`src/rtl/lfp_pkg.sv`:
```
// Shared types and constants for the lane frame parser.
package lfp_pkg;

  localparam logic [7:0]  SYNC_BYTE      = 8'hAA;
  localparam logic [7:0]  LANE_KIND      = 8'h01;
  // Byte position reached just before the last byte of a frame.
  localparam logic [3:0]  LANE_LAST_POS  = 4'd10;
  localparam logic [3:0]  OTHER_LAST_POS = 4'd11;
  // Only the first nine payload bytes are kept; the checksum byte is used on arrival.
  localparam int unsigned STORE_DEPTH    = 9;
  localparam int unsigned STORE_AW       = $clog2(STORE_DEPTH);
  localparam logic [STORE_AW-1:0] VALID_IDX = STORE_AW'(8);
  localparam logic [15:0] TIMEOUT_RESET  = 16'd200;
  localparam logic [15:0] TICK_MAX       = 16'hFFFF;

  typedef enum logic {
    FUNC_BYTE = 1'b0,
    FUNC_TICK = 1'b1
  } func_e;

  typedef struct packed {
    func_e      func;
    logic [7:0] data_byte;
  } item_t;

  typedef struct packed {
    logic [31:0] offset_bits;
    logic [31:0] angle_bits;
    logic        target_valid;
    logic        frame_accepted;
    logic        checksum_error;
  } result_t;

endpackage

```
`src/rtl/lfp_in_stage.sv`:
```
// Input register stage: holds one accepted item until the parser takes it.
module lfp_in_stage
  import lfp_pkg::*;
(
  input  logic       clk_i,
  input  logic       rst_ni,
  input  logic       in_valid_i,
  output logic       in_ready_o,
  input  logic       func_i,
  input  logic [7:0] data_byte_i,
  input  logic       advance_i,
  output logic       valid_o,
  output item_t      item_o
);

  logic  valid_q, valid_d;
  item_t item_q, item_d;
  logic  take;

  assign in_ready_o = !valid_q || advance_i;
  assign take       = in_valid_i && in_ready_o;

  always_comb begin
    valid_d = valid_q;
    item_d  = item_q;
    if (in_ready_o) begin
      valid_d = in_valid_i;
    end
    if (take) begin
      item_d.func      = func_e'(func_i);
      item_d.data_byte = data_byte_i;
    end
  end

  always_ff @(posedge clk_i or negedge rst_ni) begin
    if (!rst_ni) begin
      valid_q <= 1'b0;
    end else begin
      valid_q <= valid_d;
    end
  end

  always_ff @(posedge clk_i) begin
    item_q <= item_d;
  end

  assign valid_o = valid_q;
  assign item_o  = item_q;

endmodule

```
`src/rtl/lfp_parser.sv`:
```
// Frame parser state, payload store, latched lane values and tick counter.
module lfp_parser
  import lfp_pkg::*;
(
  input  logic        clk_i,
  input  logic        rst_ni,
  input  logic        step_i,
  input  item_t       item_i,
  input  logic [15:0] timeout_ticks_i,
  output result_t     result_o
);

  logic        in_sync_q, in_sync_d;
  logic [3:0]  pos_q, pos_d;
  logic [7:0]  kind_q, kind_d;
  logic [7:0]  xor_q, xor_d;
  logic [31:0] offset_q, offset_d;
  logic [31:0] angle_q, angle_d;
  logic        valid_q, valid_d;
  logic [15:0] elapsed_q, elapsed_d;
  logic [7:0]  store_q [STORE_DEPTH];
  logic [3:0]  idx;
  logic        store_we;
  logic        accepted, bad;
  logic [7:0]  b;

  assign b        = item_i.data_byte;
  assign idx      = pos_q - 4'd1;
  assign store_we = step_i && (item_i.func == FUNC_BYTE) && in_sync_q && (pos_q != 4'd0)
                    && (idx < 4'(STORE_DEPTH));

  always_comb begin
    in_sync_d = in_sync_q;
    pos_d     = pos_q;
    kind_d    = kind_q;
    xor_d     = xor_q;
    offset_d  = offset_q;
    angle_d   = angle_q;
    valid_d   = valid_q;
    elapsed_d = elapsed_q;
    accepted  = 1'b0;
    bad       = 1'b0;
    if (item_i.func == FUNC_TICK) begin
      // Saturating count, then drop the valid flag once past the timeout.
      if (elapsed_q != TICK_MAX) begin
        elapsed_d = elapsed_q + 16'd1;
      end
      if (elapsed_d > timeout_ticks_i) begin
        valid_d = 1'b0;
      end
    end else if (!in_sync_q) begin
      if (b == SYNC_BYTE) begin
        in_sync_d = 1'b1;
        pos_d     = 4'd0;
        kind_d    = 8'd0;
        xor_d     = 8'd0;
      end
    end else if (pos_q == 4'd0) begin
      kind_d = b;
      pos_d  = 4'd1;
    end else begin
      pos_d = pos_q + 4'd1;
      if (idx < 4'(STORE_DEPTH)) begin
        xor_d = xor_q ^ b;
      end
      if (kind_q == LANE_KIND && pos_q == LANE_LAST_POS) begin
        if ((SYNC_BYTE ^ LANE_KIND ^ xor_q) == b) begin
          offset_d  = {store_q[3], store_q[2], store_q[1], store_q[0]};
          angle_d   = {store_q[7], store_q[6], store_q[5], store_q[4]};
          valid_d   = store_q[VALID_IDX] != 8'd0;
          elapsed_d = 16'd0;
          accepted  = 1'b1;
        end else begin
          bad = 1'b1;
        end
        in_sync_d = 1'b0;
        pos_d     = 4'd0;
      end else if (pos_q == OTHER_LAST_POS) begin
        in_sync_d = 1'b0;
        pos_d     = 4'd0;
      end
    end
  end

  always_ff @(posedge clk_i or negedge rst_ni) begin
    if (!rst_ni) begin
      in_sync_q <= 1'b0;
      pos_q     <= 4'd0;
      kind_q    <= 8'd0;
      xor_q     <= 8'd0;
      offset_q  <= 32'd0;
      angle_q   <= 32'd0;
      valid_q   <= 1'b0;
      elapsed_q <= 16'd0;
    end else if (step_i) begin
      in_sync_q <= in_sync_d;
      pos_q     <= pos_d;
      kind_q    <= kind_d;
      xor_q     <= xor_d;
      offset_q  <= offset_d;
      angle_q   <= angle_d;
      valid_q   <= valid_d;
      elapsed_q <= elapsed_d;
    end
  end

  always_ff @(posedge clk_i) begin
    if (store_we) begin
      store_q[idx[STORE_AW-1:0]] <= b;
    end
  end

  always_comb begin
    result_o.offset_bits    = offset_d;
    result_o.angle_bits     = angle_d;
    result_o.target_valid   = valid_d;
    result_o.frame_accepted = accepted;
    result_o.checksum_error = bad;
  end

endmodule

```
`src/rtl/lfp_out_stage.sv`:
```
// Result register: holds one result item until the consumer takes it.
module lfp_out_stage
  import lfp_pkg::*;
(
  input  logic    clk_i,
  input  logic    rst_ni,
  input  logic    valid_i,
  input  result_t result_i,
  output logic    advance_o,
  output logic    out_valid_o,
  input  logic    out_ready_i,
  output result_t result_o
);

  logic    valid_q, valid_d;
  result_t result_q, result_d;

  assign advance_o = !valid_q || out_ready_i;

  always_comb begin
    valid_d  = valid_q;
    result_d = result_q;
    if (advance_o) begin
      valid_d  = valid_i;
      result_d = result_i;
    end
  end

  always_ff @(posedge clk_i or negedge rst_ni) begin
    if (!rst_ni) begin
      valid_q <= 1'b0;
    end else begin
      valid_q <= valid_d;
    end
  end

  always_ff @(posedge clk_i) begin
    result_q <= result_d;
  end

  assign out_valid_o = valid_q;
  assign result_o    = result_q;

endmodule

```
`src/rtl/lane_frame_parser_with_timeout_core.sv`:
```
// Top level of the lane frame parser with tick timeout.
// Throughput: one item per cycle; each item passes the input register, the parser logic
// and the result register, and both registers advance together when the output drains.
// Reset (rst_ni low, asynchronous): hunt for sync, clear latched lane values, valid flag
// and tick count, set timeout to 200 ticks; the payload store is not cleared.
module lane_frame_parser_with_timeout_core
  import lfp_pkg::*;
(
  input  logic        clk_i,
  input  logic        rst_ni,
  // Item channel
  input  logic        in_valid_i,
  output logic        in_ready_o,
  input  logic        func_i,
  input  logic [7:0]  data_byte_i,
  // Result channel
  output logic        out_valid_o,
  input  logic        out_ready_i,
  output logic [31:0] offset_bits_o,
  output logic [31:0] angle_bits_o,
  output logic        target_valid_o,
  output logic        frame_accepted_o,
  output logic        checksum_error_o,
  // Timeout register write channel
  input  logic        cfg_valid_i,
  output logic        cfg_ready_o,
  input  logic [15:0] cfg_data_i
);

  logic        advance;
  logic        stage_valid;
  item_t       stage_item;
  result_t     next_result;
  result_t     out_result;
  logic [15:0] timeout_q;

  // Timeout register always writable; user must write only while idle (not enforced).
  assign cfg_ready_o = 1'b1;

  always_ff @(posedge clk_i or negedge rst_ni) begin
    if (!rst_ni) begin
      timeout_q <= TIMEOUT_RESET;
    end else if (cfg_valid_i) begin
      timeout_q <= cfg_data_i;
    end
  end

  // Hold the incoming item until the parser takes it.
  lfp_in_stage u_in_stage (
    .clk_i       (clk_i),
    .rst_ni      (rst_ni),
    .in_valid_i  (in_valid_i),
    .in_ready_o  (in_ready_o),
    .func_i      (func_i),
    .data_byte_i (data_byte_i),
    .advance_i   (advance),
    .valid_o     (stage_valid),
    .item_o      (stage_item)
  );

  // Advance the parser state only when the held item moves into the result register.
  lfp_parser u_parser (
    .clk_i           (clk_i),
    .rst_ni          (rst_ni),
    .step_i          (stage_valid && advance),
    .item_i          (stage_item),
    .timeout_ticks_i (timeout_q),
    .result_o        (next_result)
  );

  // Result register, parting the parser from the consumer.
  lfp_out_stage u_out_stage (
    .clk_i       (clk_i),
    .rst_ni      (rst_ni),
    .valid_i     (stage_valid),
    .result_i    (next_result),
    .advance_o   (advance),
    .out_valid_o (out_valid_o),
    .out_ready_i (out_ready_i),
    .result_o    (out_result)
  );

  assign offset_bits_o    = out_result.offset_bits;
  assign angle_bits_o     = out_result.angle_bits;
  assign target_valid_o   = out_result.target_valid;
  assign frame_accepted_o = out_result.frame_accepted;
  assign checksum_error_o = out_result.checksum_error;

endmodule

```
`config.mk`:
```
export PLATFORM = sky130hd
export DESIGN_NAME = lane_frame_parser_with_timeout_core
export DESIGN_NICKNAME = d
export VERILOG_FILES = /design/src/rtl/lfp_pkg.sv /design/src/rtl/lfp_in_stage.sv /design/src/rtl/lfp_parser.sv /design/src/rtl/lfp_out_stage.sv /design/src/rtl/lane_frame_parser_with_timeout_core.sv
export SDC_FILE = /design/constraint.sdc
export NUM_CORES = 1
export LEC_CHECK = 0
export ABC_CLOCK_PERIOD_IN_PS = 3800
export BUFFER_PORTS_ARGS = -buffer_cell sky130_fd_sc_hd__buf_2
export CORE_MARGIN = 1
export CORE_UTILIZATION = 50
export DETAILED_ROUTE_END_ITERATION = 8
export MAX_ROUTING_LAYER = met4
export PLACE_DENSITY_LB_ADDON = 0.1
export SLEW_MARGIN = 0
export SYNTH_ARGS = -nofsm -noshare
export SYNTH_HDL_FRONTEND = slang
export SYNTH_SLANG_ARGS = --single-unit
```
`constraint.sdc`:
```
create_clock -name clk_i -period 3.8 [get_ports clk_i]
set_input_delay 0.57 -clock clk_i [delete_from_list [all_inputs] [get_ports clk_i]]
set_output_delay 0.57 -clock clk_i [all_outputs]
set_load 0.005 [all_outputs]
```
# Yosys cells after proc, flatten, opt, wreduce, memory -nomap -nowiden
# Memory sizes are Yosys's and may differ from the RTL's.
# Cells that the tools add are included.
# totals
regBits,196
ram_bits,72
out_inout_bits,70
word_cells,106
n_memories,1
# classes
add_sub_neg,3
n_lt_le_gt_ge,2
eq_ne,10
n_mux,43
bitwise_logic,5
n_reduce_logical,24
# mem_list
name,depth,width,rd,rd_clocked_by_memory_dff,wr,line,text
u_parser.store_q,9,8,9,0,1,lfp_parser.sv:21,logic [7:0] store_q [STORE_DEPTH];
# ops
cell,n
two-way mux 32 bit,10
two-way mux 16 bit,7
two-way mux 8 bit,6
two-way mux 4 bit,5
"adder 16 x 1 -> 16 bit, second input constant",1
> comparator 16 bit,1
"!= test 16 bit, second input constant",1
two-way mux 1 bit,15
AND reduction 5 bit,2
"== test 4 bit, second input constant",2
"== test 8 x 1 -> 1 bit, second input constant",1
== test 8 bit,1
"== test 8 bit, second input constant",1
"!= test 2 bit, second input constant",4
nonzero test 2 bit,4
nonzero test 8 bit,1
bitwise XOR 8 bit,1
logical AND 1 bit,7
inverter 5 bit,1
"adder 4 x 1 -> 4 bit, second input constant",1
zero test 4 bit,1
"less-than comparator 4 bit, second input constant",1
AND reduction 4 bit,1
nonzero test 4 bit,1
other kinds (7),11

# Depth between registers and ports, before layout
# Gate-level depths: netlist of the first run.
# logic_depth
depth_word,9
depth_mapped,13

# Cells and area by module
# Synthesis of the first run repeated with hierarchy kept, for this count alone.
# hier_totals
hier_cells,766
area_unflattened_um2,11562.3
# by_module_without_submodules
module,instances,cells_per_inst,area_per_inst_um2,seq_area_each_um2
lfp_parser,1,646,8508.2,4714.5
lfp_out_stage,1,70,2059.5,2037.0
lane_frame_parser_with_timeout_core,1,37,670.6,404.1
lfp_in_stage,1,13,324.1,295.3

# Worst setup path before layout of the first run
# OpenSTA, ideal clock, no wires.
# synth_timing
path_kind,input to register
from,in out_ready_i
to,"mem u_parser.store_q[8][0], enable pin"
setup_ns,0.370
arrival_ns,3.234
required_time_ns,3.430
setup_slack_ns,0.196
cell_stages,6
path_cell_list,nor2b_1 -> inv_1 -> nand4_1 -> a21o_1 -> clkbuf_1 -> nor2_1
# synth_between
elab_chain_cells,8
# synth_lines
element,line,text
from (decl),lane_frame_parser_with_timeout_core.sv:18,"input logic out_ready_i,"
logical OR 1 bit,lfp_out_stage.sv:18,assign advance_o = !valid_q || out_ready_i;
net advance,lane_frame_parser_with_timeout_core.sv:30,logic advance;
logical AND 1 bit,lane_frame_parser_with_timeout_core.sv:65,".step_i (stage_valid && advance),"
logical AND 1 bit (3 in a row),lfp_parser.sv:29,assign store_we = step_i && (item_i.func == FUNC_BYTE) && in_sync_q && (pos_q != 4'd0)
logical AND 1 bit,lfp_parser.sv:30,&& (idx < 4'(STORE_DEPTH));
two-way mux 1 bit,lfp_parser.sv:108,if (store_we) begin
two-way mux 1 bit (implied by the code),lfp_parser.sv:109,store_q[idx[STORE_AW-1:0]] <= b;
to (decl),lfp_parser.sv:21,
# The timed path passes the listed nets, and every way through them passes these cells.

==> key figures, run 1 <==
Run status
  • Status: finished, final reports clean

Setup path
  • Worst Setup End Kind: register
  • Endpoint of the worst-slack reg-to-reg timing path: u_out_stage.result_o[2]
  • Critical path data required time: 4060 ps
  • Worst r2r src: u_parser.elapsed_q[0]
  • Maximum fanout along the worst path: 7
  • Worst Setup Start Kind: register
  • Worst reg-to-reg setup slack: approximately 210 ps
  • Data arrival time of the critical path: 3850 ps
  • Start-to-end type of the worst setup path: reg2reg
  • Register-to-Register Path Depth: 12

Layout
  • Number of nets in the final layout: ~900
  • Synth-to-Final Area Change: 15.6%
  • Proportion of layout cells with a drive suffix above 1: between 30 and 40%
  • Post-Route Utilization: 59.6%
  • Total of fill cells in the finished design: roughly 1,700
  • Top library cells by usage in the layout, fill and taps aside: edfxtp_1 (148), dfrtp_1 (116), buf_2 (97), mux2_2 (63), mux2_4 (49)
  • Leading cell type in the layout, fill and taps excluded: edfxtp_1
  • Final standard cell count with taps included and fillers excluded: approximately 1,200
  • Antenna diode count: 0

Power and ir drop
  • Sequential Power Share: between 40% and 50%
  • Post-route total power: approximately 0.0070 W
  • Internal power: 0.00525 W
  • Leakage dissipation: 5.99 nW
  • Clk pwr share: 39.7%
  • Combinational power share: around 11%
  • Pwr Density: ~530 nW/um2
  • Highest ir drop seen on vdd: approximately 0.37 mV
  • P_sw: ~0.0017 W
  • Sw Share: between 20% and 30%

Clocking
  • Clock transition at the registers of the reported paths: 60 ps
  • CTS H-Tree Depth: 1
  • Total clock sinks: roughly 270
  • Cts bufs inserted: 28
  • Insertion delay to the later sink of the worst-skew pair: between 500 and 600 ps
  • Count of buffers added by post-CTS timing repair for setup: 0
  • Clock Tree Buf Depth: 3
  • TritonCTS clock tree: yes
  • Clock root buffer: clkbuf_16

Floorplanning
  • Site row count: 54
  • Die footprint: roughly 23,000 um2
  • CORE AREA: approximately 22,000 um2
  • Vert. Die Dim: between 150 and 200 um
  • Io pins: 100
  • Starting density of the core: roughly half
  • Chip width: ~150 um

Synthesis
  • Count of flip-flops with a built-in enable after synthesis: 148
  • Mean Syn Cell Area: ~15 um2
  • Register bit total from synthesis: 268
  • Post-Syn Instances: ~750
  • Fraction of registers with async set or reset after synthesis: between 40% and 50%
  • Primary FF master, synth: edfxtp_1
  • Register area share after synthesis: around two thirds
  • Total number of yosys warnings: 0
  • Post-Syn Area: about 11,000 um2
  • Post-synth top area share: between 30% and 40%
  • Mapped Nets: about 800
  • Largest area contributor in the netlist: edfxtp_1
  • Distinct cells, synth: 63
  • Largest cells by area after synthesis: edfxtp_1 (39%), dfrtp_1 (26%), mux2_4 (6.5%)

Drt
  • Detailed router's first-iteration violation count: approximately 440
  • Number of nets still failing antenna checks after routing: 0
  • Wire length after detailed routing: 22,200 um
  • Post-DR vias/cell: 5.54
  • Routed WL per cell: between 15 and 20 um
  • Via count of the routed design: about 6,500
  • Remaining routing DRC violations: 0
  • First-pass iteration count of the detailed router: 7

Global routing
  • First-pass GRT wire length: ~36,000 um
  • Via count of the first global-routing pass: 6,694
  • Antenna violations before repair: 0
  • Overflow after GRT: 0
  • Maximum number of pins on one net before global-route repair: 65
  • Global-route usage over all layers: between 20% and 30%

Timing
  • Setup violation total in the final timing report: 0
  • Final critical-path required period: 3590 ps
  • Unrepaired setup endpoints after global routing: no
  • Final clock skew: about 17 ps
  • Timing-limited maximum frequency: about 280 MHz
  • Slew margin rel.: roughly 28%
  • Number of hold violations in the final report: 0
  • Crit share post-route: a little over nine tenths
  • Transition at the pin with the smallest max-transition slack: around 1100 ps
  • Max-slew violation count: 0
  • Total Negative Setup Slacks: 0 ps

Job
  • Number of maximum-capacitance constraint violations: 0

Placement
  • Cell Count Post-Placement: 1,116
  • Count of buffers inserted at the top-level ports: a little under 100
  • Final Wtd Congestion: ~0.9
  • Final HPWL DP: between 10,000 and 15,000 um

Min path
  • Classification of the worst-slack hold path: in2async
[layer usage]
layer / wire (um) / global-route usage, % / vias up
met5: 0 / - / -
met4: 418 / 5.53 / 0
met3: 1110 / 3.15 / 33
met2: 10300 / 31.3 / 168
met1: 10300 / 27.9 / 3230
li1: - / - / 3034
[kinds of logic (layout without fill, tap and decap cells)]
kind of cell / Yosys count / in the layout / share of synthesized area, %
AND/OR/NAND/NOR: 147 / 147 / 7.00
multiplexers: 132 / 132 / 14.6
adder cells (fa/ha/maj): 23 / 23 / 2.53
XOR/XNOR: 22 / 22 / 1.69
AO/OA/AOI/OAI: 101 / 101 / 6.17
flip-flops: 268 / 268 / 65.4
other: 1 / 1 / 0.0329
buffers and inverters: 60 / 194 / 2.54
[area by class of cell]
type | instances | area, um2 | area share (%)
sequential | 268 | 7450 | 56.6
inverter | 27 | 101 | 0.769
clock buffer | 38 | 852 | 6.47
multi-input combinational | 426 | 3660 | 27.8
timing repair buffer | 115 | 646 | 4.90
clock inverter | 14 | 114 | 0.864
tap | 280 | 350 | 2.66
[worst max-delay path: stages, from the launching register on]
cell and delay (ps):
dfrtp_2 410, ha_1 210, nand2_1 160, or4_1 560, or2_2 360, xnor2_1 140
nand2_1 80, ha_1 320, nand4_1 140, or3_1 420, a21o_1 170, a31oi_1 230
o31ai_1 130
[through the flow]
step | cell area [um2] | setup slack [ps] | hold slack, ps
floorplan | 11400 | 196 | 274
detailed placement | 12200 | 212 | 472
finish | 13200 | 215 | 142
global placement | 12200 | 299 | 467
global route | 13200 | 4.94 | 187
CTS | 13200 | 175 | 175
[synthesized netlist by cell type (8+ instances only)]
library cell	number
mux2_4	49
o21ai_0	30
and2_1	10
a21o_1	8
ha_1	23
mux2_1	19
buf_2	12
dfrtp_1	117
nor3_1	11
nand3_1	14
inv_1	27
nor4_1	8
a22o_1	16
clkbuf_1	14
xnor2_1	16
nor2_1	21
mux2_2	63
nand2_1	35
nand4_1	9
a21oi_1	10
edfxtp_1	148
[worst max path at each step]
stage	start	to	slack, ps	depth (start not counted)
after floorplan	out_ready_i	u_parser.store_q[8][0]	200	6
after global placement	u_parser.elapsed_q[0]	u_out_stage.result_o[2]	300	12
after detailed placement	u_parser.elapsed_q[0]	u_out_stage.result_o[2]	210	12
after CTS	u_parser.elapsed_q[0]	u_out_stage.result_o[2]	170	12
after global routing	u_parser.elapsed_q[0]	u_out_stage.result_o[2]	5	12
final	u_parser.elapsed_q[0]	u_out_stage.result_o[2]	210	12
[power by group through the flow]
| stage | clock network (W) | registers [W] | logic [W] |
|---|---|---|---|
| floorplan | 0 | 0.00344 | 0.000541 |
| global placement | 0 | 0.00348 | 0.000751 |
| detailed placement | 0 | 0.00350 | 0.000767 |
| CTS | 0.00283 | 0.00344 | 0.000774 |
| global route | 0.00296 | 0.00347 | 0.000856 |
| finish | 0.00277 | 0.00345 | 0.000765 |
[state kept, by name (all words and copies together) (netlist names)]
name                     count
timeout_q                   16
u_in_stage.item_o            9
u_in_stage.valid_o           1
u_out_stage.out_valid_o      1
u_out_stage.result_o        67
u_parser.angle_q            32
u_parser.elapsed_q          16
u_parser.in_sync_q           1
u_parser.kind_q              8
u_parser.offset_q           32
u_parser.pos_q               4
u_parser.store_q            72
u_parser.valid_q             1
u_parser.xor_q               8
[what timing repair did]
action,CTS,global route
hold buffers,0,0
setup endpoints to repair,0,1
resized for setup,0,1
Note: power is estimated with default switching activity, not from simulation.
==> inputs of run 2 (changes only) <==
CORE_UTILIZATION = 59   (was 50)
==> key figures, run 2 (synthesized netlist as in run 1, its figures left out) <==
Run status
  • Status: finished, final reports clean (unchanged)

Layout
  • Number of flip-flops in the largest register: 72 (unchanged)
  • Antenna diode count: 0 (unchanged)
  • Top library cells by usage in the layout, fill and taps aside: edfxtp_1 (148), dfrtp_1 (117), buf_2 (97), mux2_2 (63), mux2_4 (49) (was edfxtp_1 (148), dfrtp_1 (116), buf_2 (97), mux2_2 (63), mux2_4 (49))
  • Synth-to-Final Area Change: 15.2% (was 15.6%)
  • Post-Route Utilization: 69.7% (was 59.6%)
  • Final standard cell count with taps included and fillers excluded: 1,149 (was 1,168)
  • Leading cell type in the layout, fill and taps excluded: edfxtp_1 (unchanged)
  • Number of nets in the final layout: 920 (was 919)
  • Proportion of layout cells with a drive suffix above 1: 31.9% (was 32.5%)

Timing
  • Max-slew violation count: 0 (unchanged)
  • Timing-limited maximum frequency: 280 MHz (was 279 MHz)
  • Final critical-path required period: 3570 ps (was 3590 ps)
  • Worst setup slack after layout: 225 ps (was 215 ps)
  • Transition at the pin with the smallest max-transition slack: 1120 ps (was 1080 ps)
  • Final-layout worst hold slack: 2.86 ps (was 142 ps)
  • Number of hold violations in the final report: 0 (unchanged)
  • Final clock skew: 22.8 ps (was 17.4 ps)
  • Unrepaired setup endpoints after global routing: no (unchanged)
  • Crit share post-route: 94.1% (was 94.4%)
  • Setup violation total in the final timing report: 0 (unchanged)
  • Total Negative Setup Slacks: 0 ps (unchanged)
  • Slew margin rel.: 24.9% (was 27.8%)

Power and ir drop
  • Highest ir drop seen on vdd: 0.345 mV (was 0.368 mV)
  • Leakage dissipation: 5.97 nW (was 5.99 nW)
  • Pwr Density: 532 nW/um2 (was 530 nW/um2)

Drt
  • Number of nets still failing antenna checks after routing: 0 (unchanged)
  • Wire length after detailed routing: 22,300 um (was 22,200 um)
  • Detailed router's first-iteration violation count: 399 (was 441)
  • First-pass iteration count of the detailed router: 5 (was 7)
  • Post-DR vias/cell: 5.71 (was 5.54)
  • Remaining routing DRC violations: 0 (unchanged)
  • Routed WL per cell: 19.4 um (was 19.0 um)
  • Via count of the routed design: 6,563 (was 6,465)

Clocking
  • CTS H-Tree Depth: 1 (unchanged)
  • Clock Tree Buf Depth: 3 (unchanged)
  • Clock root buffer: clkbuf_16 (unchanged)
  • Total clock sinks: 268 (unchanged)
  • Insertion delay to the later sink of the worst-skew pair: 550 ps (was 540 ps)
  • TritonCTS clock tree: yes (unchanged)
  • Clock transition at the registers of the reported paths: 60 ps (about the same)
  • Hold-fix buffers at CTS: 0 (unchanged)
  • Cts bufs inserted: 28 (unchanged)

Global routing
  • Overflow after GRT: 0 (unchanged)
  • Maximum number of pins on one net before global-route repair: 65 (unchanged)
  • Via count of the first global-routing pass: 6,716 (was 6,694)
  • Global-route usage over all layers: 24.1% (was 20.2%)
  • First-pass GRT wire length: 35,700 um (was 36,100 um)
  • Antenna violations before repair: 0 (unchanged)

Placement
  • Final HPWL DP: 14,400 um (was 14,300 um)
  • Final Wtd Congestion: 0.847 (was 0.884)
  • Count of buffers inserted at the top-level ports: 98 (unchanged)
  • Cell Count Post-Placement: 1,097 (was 1,116)
  • Setup WS pre-CTS: 231 ps (was 212 ps)

Setup path
  • Data arrival time of the critical path: 3840 ps (was 3850 ps)
  • Start-to-end type of the worst setup path: reg2reg (unchanged)
  • Worst Setup Start Kind: register (unchanged)
  • Worst Setup End Kind: register (unchanged)
  • Maximum fanout along the worst path: 7 (unchanged)
  • Critical path data required time: 4060 ps (about the same)

Floorplanning
  • Vert. Die Dim: 141 um (was 153 um)
  • CORE AREA: 18,800 um2 (was 22,100 um2)
  • Chip width: 141 um (was 153 um)
  • Starting density of the core: 60.5% (was 51.6%)
  • Site row count: 50 (was 54)
  • Die footprint: 19,900 um2 (was 23,400 um2)
  • Io pins: 100 (unchanged)

Min path
  • Classification of the worst-slack hold path: in2async (unchanged)

Job
  • Number of maximum-capacitance constraint violations: 0 (unchanged)
[run 2: worst paths after layout]
kind,from,to,slack (ps),cells past startpoint
worst max-delay path,u_parser.elapsed_q[0],u_out_stage.result_o[2],230,12
worst min-delay path,rst_ni,u_parser.elapsed_q[12],3,1
worst max register to register,u_parser.elapsed_q[0],u_out_stage.result_o[2],230,12
worst min register to register,u_parser.kind_q[7],u_parser.kind_q[7],480,2
max in group asynchronous,rst_ni,u_parser.pos_q[1],2980,2
min in group clk_i,data_byte_i[5],u_in_stage.item_o[5],200,1
[run 2: cell type report]
class	instances	area [um2]
clock buffers	38	778
fillers	1272	5710
inverters	27	101
repair buffers	116	641
multi-input cells	426	3660
clock inverters	14	160
flip-flops and latches	268	7450
well taps	260	325
[run 2: what timing repair did]
item,CTS,global route
gates resized for setup,0,1
setup endpoints to repair,0,1
setup buffers,0,0
[run 2: metal layers]
metal  global-route usage, %  up-vias  routed length, um
met5                       -        -                  0
met4                    5.72        0                433
met3                    3.36       41               1110
met2                    38.6      187              10600
met1                    32.9     3307              10200
li1                        -     3028                  -
[run 2: power by group]
group	total, W	internal [W]	switching [W]
clock	0.00274	0.00164	0.00110
sequential	0.00345	0.00328	0.000172
combinational	0.000788	0.000336	0.000452
[run 2: stage by stage]
stage / area [um2] / power (W)
6_report: 13100 / 0.00698
5_1_grt: 13100 / 0.00725
4_1_cts: 13100 / 0.00701
3_5_place_dp: 12200 / 0.00427
3_3_place_gp: 12200 / 0.00423
2_1_floorplan: 11400 / 0.00398
[run 2: critical path: stages, from the launching register on]
cell	delay [ps]
dfrtp_1	410
ha_1	230
nand2_1	180
or4_4	540
or2_2	340
xnor2_1	140
nand2_1	70
ha_1	320
nand4_1	140
or3_1	420
a21o_1	170
a31oi_1	230
o31ai_1	120
==> inputs of run 3 (changes only) <==
BUFFER_PORTS_ARGS = -buffer_cell sky130_fd_sc_hd__clkbuf_2   (was -buffer_cell sky130_fd_sc_hd__buf_2)
==> key figures, run 3 (synthesized netlist as in run 1, its figures left out) <==
Clocking
  • CTS H-Tree Depth: 1 (unchanged)
  • Clock Tree Buf Depth: 3 (unchanged)
  • Count of buffers added by post-CTS timing repair for setup: 0 (unchanged)
  • Clock root buffer: clkbuf_16 (unchanged)
  • TritonCTS clock tree: yes (unchanged)
  • Clock transition at the registers of the reported paths: 60 ps (about the same)
  • Cts bufs inserted: 27 (was 28)
  • Total clock sinks: 268 (unchanged)
  • Insertion delay to the later sink of the worst-skew pair: 530 ps (was 550 ps)
  • Hold-fix buffers at CTS: 0 (unchanged)

Timing
  • Timing-limited maximum frequency: 276 MHz (was 280 MHz)
  • Crit share post-route: 95.2% (was 94.1%)
  • Number of hold violations in the final report: 0 (unchanged)
  • Slew margin rel.: 27.9% (was 24.9%)
  • Final clock skew: 11.4 ps (was 22.8 ps)
  • Unrepaired setup endpoints after global routing: no (unchanged)
  • Max-slew violation count: 0 (unchanged)
  • Final critical-path required period: 3620 ps (was 3570 ps)
  • Total Negative Setup Slacks: 0 ps (unchanged)
  • Setup violation total in the final timing report: 0 (unchanged)
  • Transition at the pin with the smallest max-transition slack: 1070 ps (was 1120 ps)

Global routing
  • Overflow after GRT: 0 (unchanged)
  • First-pass GRT wire length: 36,100 um (was 35,700 um)
  • Via count of the first global-routing pass: 6,825 (was 6,716)
  • Global-route usage over all layers: 24.1% (about the same)
  • Maximum number of pins on one net before global-route repair: 66 (was 65)
  • Antenna violations before repair: 0 (unchanged)

Drt
  • Routed WL per cell: 19.6 um (was 19.4 um)
  • Remaining routing DRC violations: 0 (unchanged)
  • Detailed router's first-iteration violation count: 411 (was 399)
  • First-pass iteration count of the detailed router: 4 (was 5)
  • Post-DR vias/cell: 5.73 (was 5.71)
  • Wire length after detailed routing: 22,400 um (was 22,300 um)
  • Number of nets still failing antenna checks after routing: 0 (unchanged)
  • Via count of the routed design: 6,556 (was 6,563)

Setup path
  • Register-to-Register Path Depth: 12 (unchanged)
  • Data arrival time of the critical path: 3880 ps (was 3840 ps)
  • Worst r2r src: u_parser.elapsed_q[0] (unchanged)
  • Maximum fanout along the worst path: 7 (unchanged)
  • Worst Setup End Kind: register (unchanged)
  • Endpoint of the worst-slack reg-to-reg timing path: u_out_stage.result_o[2] (unchanged)
  • Worst reg-to-reg setup slack: 180 ps (was 230 ps)
  • Critical path data required time: 4060 ps (about the same)
  • Worst Setup Start Kind: register (unchanged)
  • Start-to-end type of the worst setup path: reg2reg (unchanged)

Layout
  • Fin area: 13,100 um2 (about the same)
  • Post-Route Utilization: 69.6% (was 69.7%)
  • Proportion of layout cells with a drive suffix above 1: 31.6% (was 31.9%)
  • Top library cells by usage in the layout, fill and taps aside: edfxtp_1 (148), dfrtp_1 (117), clkbuf_2 (97), mux2_2 (63), mux2_4 (49) (was edfxtp_1 (148), dfrtp_1 (117), buf_2 (97), mux2_2 (63), mux2_4 (49))
  • Antenna diode count: 0 (unchanged)
  • Synth-to-Final Area Change: 15.0% (was 15.2%)
  • Total of fill cells in the finished design: 1,263 (was 1,272)
  • Leading cell type in the layout, fill and taps excluded: edfxtp_1 (unchanged)
  • Final standard cell count with taps included and fillers excluded: 1,145 (was 1,149)
  • Number of nets in the final layout: 917 (was 920)
  • Number of flip-flops in the largest register: 72 (unchanged)

Placement
  • Final HPWL DP: 14,500 um (was 14,400 um)
  • Area after detailed placement: 12,200 um2 (about the same)
  • Final Wtd Congestion: 0.839 (was 0.847)
  • Count of buffers inserted at the top-level ports: 98 (unchanged)
  • Cell Count Post-Placement: 1,095 (was 1,097)

Power and ir drop
  • Pwr Density: 530 nW/um2 (was 532 nW/um2)
  • Leakage dissipation: 5.95 nW (was 5.97 nW)
  • Highest ir drop seen on vdd: 0.333 mV (was 0.345 mV)

Floorplanning
  • Io pins: 100 (unchanged)
  • Die footprint: 19,900 um2 (unchanged)
  • Site row count: 50 (unchanged)
  • Starting density of the core: 60.5% (unchanged)
  • Chip width: 141 um (unchanged)
  • Vert. Die Dim: 141 um (unchanged)
  • CORE AREA: 18,800 um2 (unchanged)

Run status
  • Status: finished, final reports clean (unchanged)

Job
  • Number of maximum-capacitance constraint violations: 0 (unchanged)

Min path
  • Classification of the worst-slack hold path: in2async (unchanged)
## run 3: cell types whose count changed in the layout (fill, tap and decap cells not counted), sizes merged
cell	change
buf	-99
clkbuf	+101
clkinv	-4
clkinvlp	-3
inv	+1
## run 3: critical path: stages (launching register included)
cell     delay (ps)
dfrtp_1         420
ha_1            240
nand2_1         170
or4_1           570
or2_2           370
xnor2_1         150
nand2_1          70
ha_1            310
nand4_1         140
or3_1           410
a21o_1          160
a31oi_1         230
o31ai_1         120
## run 3: cell type report
| type | instances | area (um2) | area share [%] |
|---|---|---|---|
| clock buffer | 42 | 822 | 6.27 |
| clock inverter | 8 | 115 | 0.878 |
| inverter | 27 | 101 | 0.773 |
| multi-input combinational | 426 | 3660 | 28.0 |
| sequential | 268 | 7450 | 56.9 |
| tap | 260 | 325 | 2.48 |
| timing repair buffer | 114 | 626 | 4.77 |
## run 3: what timing repair did
action                                  4_1_cts  5_1_grt
endpoints found under the setup margin        0        1
hold endpoints to repair                      0        0
gates resized for setup                       0        1
## run 3: through the flow
| step | power (W) | setup slack (ps) | hold WS, ps |
|---|---|---|---|
| 2_1_floorplan | 0.00398 | 196 | 274 |
| 3_3_place_gp | 0.00423 | 341 | 462 |
| 3_5_place_dp | 0.00427 | 207 | 466 |
| 4_1_cts | 0.00699 | 210 | 137 |
| 5_1_grt | 0.00722 | 42.6 | 166 |
| 6_report | 0.00695 | 182 | 113 |
## run 3: how the worst max path moves through the flow
stage | from | endpoint | slack [ps] | cells after the start
2_1_floorplan | out_ready_i | u_parser.store_q[8][0] | 200 | 6
3_3_place_gp | u_parser.elapsed_q[0] | u_out_stage.result_o[2] | 340 | 12
4_1_cts | u_parser.elapsed_q[0] | u_out_stage.result_o[2] | 210 | 12
5_1_grt | u_parser.elapsed_q[0] | u_out_stage.result_o[2] | 40 | 12
6_report | u_parser.elapsed_q[0] | u_out_stage.result_o[2] | 180 | 12
3_5_place_dp | u_parser.elapsed_q[0] | u_out_stage.result_o[2] | 210 | 12
## run 3: report_power, final
group | switching [W] | internal (W) | leakage (nW)
sequential | 0.000171 | 0.00328 | 3.05
clock | 0.00104 | 0.00168 | 0.460
combinational | 0.000449 | 0.000333 | 2.44
## run 3: metal layers
layer,wire length (um),global-route usage (%),part of all wire [%]
met1,10200,32.3,46
met2,11000,39.6,49
met3,884,3.19,3.9
met4,377,5.72,1.7
met5,0,-,0
